$ cat src/rtl/nfsa_pkg.sv
// shared types and constants of the next-fit slot allocator
`default_nettype none

package nfsa_pkg;

  localparam int unsigned WORD_W = 32;
  localparam int unsigned BIT_W  = 5;
  localparam int unsigned SLOT_W = 9;
  localparam int unsigned WIDX_W = 4;
  localparam int unsigned CNT_W  = 5;

  typedef enum logic [1:0] {
    ST_OK       = 2'd0,
    ST_FULL     = 2'd1,
    ST_NOT_USED = 2'd2,
    ST_RANGE    = 2'd3
  } status_e;

  typedef enum logic {
    REQ_ALLOC   = 1'b0,
    REQ_RELEASE = 1'b1
  } req_e;

  typedef enum logic [2:0] {
    S_IDLE = 3'b001,
    S_SCAN = 3'b010,
    S_REL  = 3'b100
  } state_e;

endpackage

`default_nettype wire

$ cat src/rtl/nfsa_ram.sv
// generic single-port-write ram with registered read
`default_nettype none

module nfsa_ram #(
  parameter int unsigned WIDTH = 32,
  parameter int unsigned DEPTH = 2
) (
  input  wire logic                     clk_i,
  input  wire logic                     we_i,
  input  wire logic [$clog2(DEPTH)-1:0] waddr_i,
  input  wire logic [WIDTH-1:0]         wdata_i,
  input  wire logic                     re_i,
  input  wire logic [$clog2(DEPTH)-1:0] raddr_i,
  output logic      [WIDTH-1:0]         rdata_o
);

  logic [WIDTH-1:0] mem_q [DEPTH];

  always_ff @(posedge clk_i) begin
    if (we_i) begin
      mem_q[waddr_i] <= wdata_i;
    end
    if (re_i) begin
      rdata_o <= mem_q[raddr_i];
    end
  end

endmodule

`default_nettype wire

$ cat src/rtl/next_fit_slot_allocator.sv
// next-fit slot allocator: bitmap in ram, word-wise circular search
//
// Requests arrive on the in channel (valid/ready): req_type_i selects allocate
// or release, slot_to_release_i names the slot for a release. Every request
// gives one word on the out channel: the slot, a status code and the number
// of slots in use afterwards. The cfg channel writes active_slots, the wrap
// point of the search; the user must write it only while no request is in
// flight, and the block itself does not enforce this. The in-use bitmap
// lives in a ram of 32-bit words, one word read per cycle. A release goes
// through S_REL and back to idle before the next acceptance. An allocate
// reads the start word, every other active word, and the start word again
// for the bits below the search start: up to ceil(n/32) + 1 word reads.
// The last word read passes the ram's read register before the result is
// registered in the output register. A new request is taken while a result
// still waits in the output register; if the receiver stalls, the next
// result waits in the scan or release state until the register frees, and
// the bitmap is written back only then. Reset frees every slot at once
// through per-word valid flags, clears the count and search start, and sets active_slots to 256.
`default_nettype none

module next_fit_slot_allocator
  import nfsa_pkg::*;
#(
  parameter int unsigned CAPACITY = 256
) (
  input  wire logic       clk_i,
  input  wire logic       rst_ni,
  input  wire logic       cfg_valid_i,
  output logic            cfg_ready_o,
  input  wire logic [8:0] cfg_active_slots_i,
  input  wire logic       in_valid_i,
  output logic            in_ready_o,
  input  wire logic       req_type_i,
  input  wire logic [7:0] slot_to_release_i,
  output logic            out_valid_o,
  input  wire logic       out_ready_i,
  output logic [7:0]      slot_index_o,
  output logic [1:0]      status_o,
  output logic [8:0]      used_count_o
);

  localparam int unsigned MAXN   = (CAPACITY < 511) ? CAPACITY : 511;
  localparam int unsigned NWORDS = (MAXN + WORD_W - 1) / WORD_W;
  localparam int unsigned AW     = (NWORDS > 1) ? $clog2(NWORDS) : 1;
  localparam int unsigned DEPTH  = 2 ** AW;

  state_e              state_q, state_d;
  logic [SLOT_W-1:0]   cfg_q;
  logic [7:0]          rel_q, rel_d;
  logic [SLOT_W-1:0]   n_q, n_d;
  logic [SLOT_W-1:0]   nm1_q, nm1_d;
  logic [SLOT_W-1:0]   p0_q, p0_d;
  logic [WIDX_W-1:0]   cur_w_q, cur_w_d;
  logic [CNT_W-1:0]    cnt_q, cnt_d;
  logic [SLOT_W-1:0]   ss_q, ss_d;
  logic [SLOT_W-1:0]   used_q, used_d;
  logic [DEPTH-1:0]    wvalid_q, wvalid_d;
  logic                rvalid_q, rvalid_d;
  logic                out_valid_q, out_valid_d;
  logic [7:0]          slot_q, slot_d;
  status_e             status_q, status_d;
  logic [SLOT_W-1:0]   count_q, count_d;

  logic [SLOT_W-1:0]   n_c;
  logic [SLOT_W-1:0]   p0_c;
  logic [SLOT_W-1:0]   rel_ext;
  logic                in_acc;
  logic                out_free;
  logic                ram_we, ram_re;
  logic [AW-1:0]       ram_waddr, ram_raddr;
  logic [WORD_W-1:0]   ram_wdata, ram_rdata;
  logic [WORD_W-1:0]   rword;
  logic [WORD_W-1:0]   range_mask, lo_mask, cand;
  logic                first_v, last_v, found;
  logic [BIT_W-1:0]    bitpos;
  logic [SLOT_W-1:0]   slot_c, next_ss;
  logic [WIDX_W-1:0]   next_w;

  assign cfg_ready_o  = 1'b1;
  assign in_ready_o   = (state_q == S_IDLE);
  assign in_acc       = in_valid_i & in_ready_o;
  assign out_free     = ~out_valid_q | out_ready_i;
  assign out_valid_o  = out_valid_q;
  assign slot_index_o = slot_q;
  assign status_o     = status_q;
  assign used_count_o = count_q;

  assign n_c = (cfg_q == '0) ? SLOT_W'(1)
             : ((cfg_q > SLOT_W'(MAXN)) ? SLOT_W'(MAXN) : cfg_q);
  assign p0_c    = (ss_q < n_c) ? ss_q : '0;
  assign rel_ext = {1'b0, slot_to_release_i};

  assign rword      = rvalid_q ? ram_rdata : '0;
  assign range_mask = (cur_w_q == nm1_q[SLOT_W-1:BIT_W])
                    ? ({WORD_W{1'b1}} >> (BIT_W'(WORD_W - 1) - nm1_q[BIT_W-1:0]))
                    : {WORD_W{1'b1}};
  assign lo_mask = {WORD_W{1'b1}} << p0_q[BIT_W-1:0];
  assign first_v = (cnt_q == '0);
  assign last_v  = (cnt_q == (CNT_W'(nm1_q[SLOT_W-1:BIT_W]) + CNT_W'(1)));
  assign cand    = ~rword & range_mask & (first_v ? lo_mask : {WORD_W{1'b1}})
                 & (last_v ? ~lo_mask : {WORD_W{1'b1}});
  assign found   = |cand;

  always_comb begin
    bitpos = '0;
    for (int i = WORD_W - 1; i >= 0; i--) begin
      if (cand[i]) begin
        bitpos = BIT_W'(i);
      end
    end
  end

  assign slot_c  = {cur_w_q, bitpos};
  assign next_ss = ((slot_c + SLOT_W'(1)) >= n_q) ? '0 : (slot_c + SLOT_W'(1));
  assign next_w  = (cur_w_q == nm1_q[SLOT_W-1:BIT_W]) ? '0 : (cur_w_q + WIDX_W'(1));

  always_comb begin
    state_d     = state_q;
    rel_d       = rel_q;
    n_d         = n_q;
    nm1_d       = nm1_q;
    p0_d        = p0_q;
    cur_w_d     = cur_w_q;
    cnt_d       = cnt_q;
    ss_d        = ss_q;
    used_d      = used_q;
    wvalid_d    = wvalid_q;
    rvalid_d    = rvalid_q;
    out_valid_d = out_valid_q & ~out_ready_i;
    slot_d      = slot_q;
    status_d    = status_q;
    count_d     = count_q;
    ram_we      = 1'b0;
    ram_re      = 1'b0;
    ram_waddr   = cur_w_q[AW-1:0];
    ram_wdata   = rword;
    ram_raddr   = cur_w_q[AW-1:0];
    case (state_q)
      S_IDLE: begin
        if (in_acc) begin
          rel_d  = slot_to_release_i;
          n_d    = n_c;
          nm1_d  = n_c - SLOT_W'(1);
          p0_d   = p0_c;
          cnt_d  = '0;
          ram_re = 1'b1;
          if (req_type_i == REQ_ALLOC) begin
            cur_w_d   = p0_c[SLOT_W-1:BIT_W];
            ram_raddr = p0_c[BIT_W +: AW];
            state_d   = S_SCAN;
          end else begin
            cur_w_d   = rel_ext[SLOT_W-1:BIT_W];
            ram_raddr = rel_ext[BIT_W +: AW];
            state_d   = S_REL;
          end
          rvalid_d = wvalid_q[ram_raddr];
        end
      end
      S_SCAN: begin
        if (found || last_v) begin
          if (out_free) begin
            out_valid_d = 1'b1;
            state_d     = S_IDLE;
            if (found) begin
              ram_we                     = 1'b1;
              ram_wdata                  = rword | (WORD_W'(1) << bitpos);
              wvalid_d[cur_w_q[AW-1:0]]  = 1'b1;
              used_d                     = used_q + SLOT_W'(1);
              ss_d                       = next_ss;
              slot_d                     = slot_c[7:0];
              status_d                   = ST_OK;
              count_d                    = used_q + SLOT_W'(1);
            end else begin
              slot_d   = '0;
              status_d = ST_FULL;
              count_d  = used_q;
            end
          end
        end else begin
          ram_re    = 1'b1;
          ram_raddr = next_w[AW-1:0];
          cur_w_d   = next_w;
          cnt_d     = cnt_q + CNT_W'(1);
          rvalid_d  = wvalid_q[next_w[AW-1:0]];
        end
      end
      S_REL: begin
        if (out_free) begin
          out_valid_d = 1'b1;
          state_d     = S_IDLE;
          slot_d      = rel_q;
          count_d     = used_q;
          if ({1'b0, rel_q} >= n_q) begin
            status_d = ST_RANGE;
          end else if (!rword[rel_q[BIT_W-1:0]]) begin
            status_d = ST_NOT_USED;
          end else begin
            ram_we    = 1'b1;
            ram_wdata = rword & ~(WORD_W'(1) << rel_q[BIT_W-1:0]);
            status_d  = ST_OK;
            if (used_q != '0) begin
              used_d  = used_q - SLOT_W'(1);
              count_d = used_q - SLOT_W'(1);
            end
          end
        end
      end
      default: begin
        state_d = S_IDLE;
      end
    endcase
  end

  always_ff @(posedge clk_i or negedge rst_ni) begin
    if (!rst_ni) begin
      state_q     <= S_IDLE;
      cfg_q       <= SLOT_W'(256);
      ss_q        <= '0;
      used_q      <= '0;
      wvalid_q    <= '0;
      out_valid_q <= 1'b0;
    end else begin
      state_q     <= state_d;
      ss_q        <= ss_d;
      used_q      <= used_d;
      wvalid_q    <= wvalid_d;
      out_valid_q <= out_valid_d;
      if (cfg_valid_i && cfg_ready_o) begin
        cfg_q <= cfg_active_slots_i;
      end
    end
  end

  always_ff @(posedge clk_i) begin
    rel_q    <= rel_d;
    n_q      <= n_d;
    nm1_q    <= nm1_d;
    p0_q     <= p0_d;
    cur_w_q  <= cur_w_d;
    cnt_q    <= cnt_d;
    rvalid_q <= rvalid_d;
    slot_q   <= slot_d;
    status_q <= status_d;
    count_q  <= count_d;
  end

  nfsa_ram #(
    .WIDTH(WORD_W),
    .DEPTH(DEPTH)
  ) u_map_ram (
    .clk_i  (clk_i),
    .we_i   (ram_we),
    .waddr_i(ram_waddr),
    .wdata_i(ram_wdata),
    .re_i   (ram_re),
    .raddr_i(ram_raddr),
    .rdata_o(ram_rdata)
  );

endmodule

`default_nettype wire

$ cat config.mk
export PLATFORM = sky130hd
export DESIGN_NAME = next_fit_slot_allocator
export DESIGN_NICKNAME = d
export VERILOG_FILES = /design/src/rtl/nfsa_pkg.sv /design/src/rtl/nfsa_ram.sv /design/src/rtl/next_fit_slot_allocator.sv
export SDC_FILE = /design/constraint.sdc
export NUM_CORES = 1
export LEC_CHECK = 0
export ABC_AREA = 0
export BUFFER_PORTS_ARGS = -buffer_cell sky130_fd_sc_hd__buf_2
export CORE_MARGIN = 1.5
export CORE_UTILIZATION = 45
export CTS_CLUSTER_SIZE = 10
export DETAILED_ROUTE_END_ITERATION = 10
export GPL_ROUTABILITY_DRIVEN = 0
export GPL_TIMING_DRIVEN = 0
export MAX_ROUTING_LAYER = met4
export PLACE_DENSITY_LB_ADDON = 0.15
export SYNTH_ARGS = -nofsm -noshare
export SYNTH_HDL_FRONTEND = slang
export SYNTH_HIERARCHICAL = 1
export SYNTH_SLANG_ARGS = --single-unit
$ cat constraint.sdc
create_clock -name clk_i -period 18.99 [get_ports clk_i]
set_input_delay 0.9495 -clock clk_i [delete_from_list [all_inputs] [get_ports clk_i]]
set_output_delay 0.9495 -clock clk_i [all_outputs]
set_load 0.02 [all_outputs]
==> flow_summary.json <==
{
  "status": "completed",
  "endpoint": "ss_q[5]$_DFFE_PN0P_",
  "rsz0062_at_grt": "false",
  "syn_nets": 1480,
  "grt_pass1_wl_um": 80790,
  "die-area_sq_mm": 0.04436,
  "crit_type": "reg2reg",
  "synth_area_leader_cell": "edfxtp_1",
  "track_usage_pct": 25.38,
  "clk_path_buf_depth": 3,
  "drtAntennaViolNets": 0,
  "post-route-period-util_pct": 38.44,
  "cp-start-kind": "register",
  "hp-class": "reg2reg",
  "cp_data_required_time_ns": 19.49,
  "maxCapViolCount": 0,
  "synth_area_leaders": "edfxtp_1, mux4_1, dfrtp_1",
  "hold_viol": 0,
  "synth-edff-count": 348,
  "vdd_drop_max_uv": 80.83,
  "portBuffers": 42,
  "viasPerCell": 6.229,
  "reg2reg_slack_ns": 11.69,
  "drtIter0Drc": 1362,
  "tns_ns": 0,
  "cts_tree": "done",
  "nets": 1584,
  "cts.sinks": 387,
  "dpl.hpwl_um": 37600,
  "yosysSeqAreaShare_pct": 58.92,
  "routed_wirelength_um": 53280,
  "setup_violations": 0,
  "reg2reg_to": "ss_q[5]$_DFFE_PN0P_",
  "clkTransAtPathRegs_ns": 0.06,
  "post_cts_buffers": 0,
  "drc_errors": 0,
  "grt_max_degree": 40,
  "dr.pass1.iters": 9,
  "ys_ff_latch": 387,
  "cts_root_buf": "clkbuf_16",
  "htreeDepth": 2,
  "syn_area_sq_mm": 0.01940,
  "utilization_pct": 51.79,
  "synth_cell_type_count": 95,
  "crit_arrival_ns": 7.80,
  "die_h_um": 210.6,
  "start_util_pct": 45.93,
  "relSlewSlack_pct": 19.94,
  "design.core.area_sq_mm": 0.04223,
  "synthToLayoutAreaGrowth_pct": 12.76,
  "grt_pass1_vias": 12740,
  "power_density_mw_per_mm2": 104.5,
  "cts_hold_buf": 0,
  "yosys_warnings": 6,
  "end_kind": "register",
  "r2r_cells": 22,
  "p_leak_nw": 7.808,
  "drive_gt1_share_pct": 17.08,
  "fmax_ghz": 0.1370,
  "synthesis.instances": 1419,
  "rows": 75,
  "max_slew.worst_pin.slew_ns": 1.192,
  "cts_resized": 0,
  "r2r_start": "nm1_q[5]$_DFFE_PP_",
  "yosys_most_used_dff": "edfxtp_1",
  "post-synth-top-count-cell": "edfxtp_1",
  "wl_per_cell_um": 25.63,
  "skew_ns": 0.02144,
  "yosysTopAreaCellShare_pct": 53.88,
  "syn_area_per_cell_sq_um": 13.67,
  "cp-startpoint": "nm1_q[5]$_DFFE_PP_",
  "antenna_found_initial": 0,
  "grt_overflow": 0,
  "diodes": 0,
  "synthArstFlopShare_pct": 10.08,
  "synth_common_cells": "edfxtp_1, nand2_1, nor2_1, o21ai_0, mux2_2",
  "io_pins": 45,
  "numCtsBuffers": 45,
  "final-max-slew-violation-count": 0,
  "fin_crit_ns": 7.301,
  "vias": 12950,
  "insertion_delay_ns": 0.59,
  "crit_fanout": 6,
  "die_w_um": 210.6
}
-- power breakdown --
group          leakage, nW  switching [mW]  total (mW)  internal (mW)
logic                 3.47           0.290       0.468          0.178
registers             3.71          0.0393        1.04           1.00
clock network        0.621           0.324       0.774          0.450
-- cell usage in the layout, fill, tap and decap left out, types with 13 or more instances in the layout --
master	netlist	final
xnor2_1	29	29
a211oi_1	18	18
o21ai_1	13	13
mux4_2	28	28
buf_2	26	68
clkbuf_16	0	45
and3_1	13	13
dfrtp_1	37	37
mux4_1	40	40
nand2_1	107	107
mux2_2	42	42
inv_1	39	38
ha_1	38	38
a21oi_1	41	41
nor3_1	30	28
edfxtp_1	348	348
a21o_1	31	31
a31oi_1	24	24
clkbuf_1	41	54
and2_1	28	28
nand3_1	28	28
nor2_1	87	81
nand2b_1	19	19
buf_6	10	17
o21ai_0	49	49
-- area by class of cell --
cell class	instances	area, sq um
clock buffer	59	1189
fill	3628	20360
buffer	88	445.4
multi-input combinational	903	7430
timing repair buffer	57	456.7
tap	539	674.4
inverter	41	153.9
clock inverter	5	93.84
sequential	387	11430
-- critical path, stage by stage (launching register included) --
cell	delay (ns)
edfxtp_1	0.50
ha_1	0.35
xor2_1	0.17
or2_2	0.35
a2111oi_0	0.98
o22ai_1	0.28
nand4b_1	0.32
a211oi_1	0.27
o211ai_1	0.21
a211oi_1	0.65
o31ai_1	0.31
inv_1	0.15
ha_1	0.28
ha_1	0.32
ha_1	0.29
a21o_1	0.16
a21o_1	0.18
a211oi_1	0.23
o21a_1	0.16
o21bai_1	0.14
or3_1	0.45
a311o_1	0.38
o211ai_1	0.08
-- worst min-delay path by stage --
stage               slack (ns)                      end  cells after the start                     from
floorplan                 0.45  wvalid_q[1]$_DFFE_PN0P_                      1  wvalid_q[1]$_DFFE_PN0P_
global placement          0.47  wvalid_q[7]$_DFFE_PN0P_                      1  wvalid_q[7]$_DFFE_PN0P_
detailed placement        0.48  wvalid_q[7]$_DFFE_PN0P_                      1  wvalid_q[7]$_DFFE_PN0P_
CTS                       0.49  wvalid_q[7]$_DFFE_PN0P_                      1  wvalid_q[7]$_DFFE_PN0P_
global route              0.51  wvalid_q[4]$_DFFE_PN0P_                      1  wvalid_q[4]$_DFFE_PN0P_
finish                    0.49  wvalid_q[7]$_DFFE_PN0P_                      1  wvalid_q[7]$_DFFE_PN0P_
-- through the flow --
| step | cells | cell area, sq um | hold slack (ns) | power [mW] | worst slack (ns) |
|---|---|---|---|---|---|
| after floorplan | 1419 | 19400 | 0.4494 | 1.364 | 12.81 |
| after global placement | 2000 | 20280 | 0.4727 | 1.509 | 8.398 |
| after detailed placement | 2013 | 20540 | 0.4797 | 1.516 | 12.00 |
| after CTS | 2077 | 21820 | 0.4920 | 2.297 | 11.96 |
| after global routing | 2079 | 21870 | 0.5138 | 2.381 | 11.45 |
| final | 2079 | 21870 | 0.4914 | 2.285 | 11.69 |
-- kinds of logic (layout without fill, tap and decap cells) --
family                     Yosys count  in the layout  synth area share (%)
DFF                                387            387                 58.92
and+or+nand+nor                    382            382                 10.05
AOI/OAI and AO/OA                  327            327                 12.25
buffers and inverters              129            250                 3.090
muxes                              116            116                 11.42
xor gates and xnor gates            39             39                 1.800
adders and majority gates           38             38                 2.451
other                                1              1               0.01933
-- state kept, by name, indices dropped and copies added, names as in the netlist --
register           count
cfg_q                  9
cnt_q                  5
cur_w_q                4
n_q                    9
nm1_q                  9
out_valid_o            1
p0_q                   5
rel_q                  8
rvalid_q               1
slot_index_o           8
ss_q                   9
state_q                3
status_o               2
u_map_ram/mem_q      256
u_map_ram/rdata_o     32
used_count_o           9
used_q                 9
wvalid_q               8
-- metal layers --
layer	share of wire (%)	GRT usage [%]	up-vias
li1	-	-	5791
met1	43	33.95	6469
met2	47	39.14	536
met3	6.5	3.866	155
met4	4.2	10.22	0
met5	0	-	-
No activity file was read; power rests on OpenSTA's default activity.
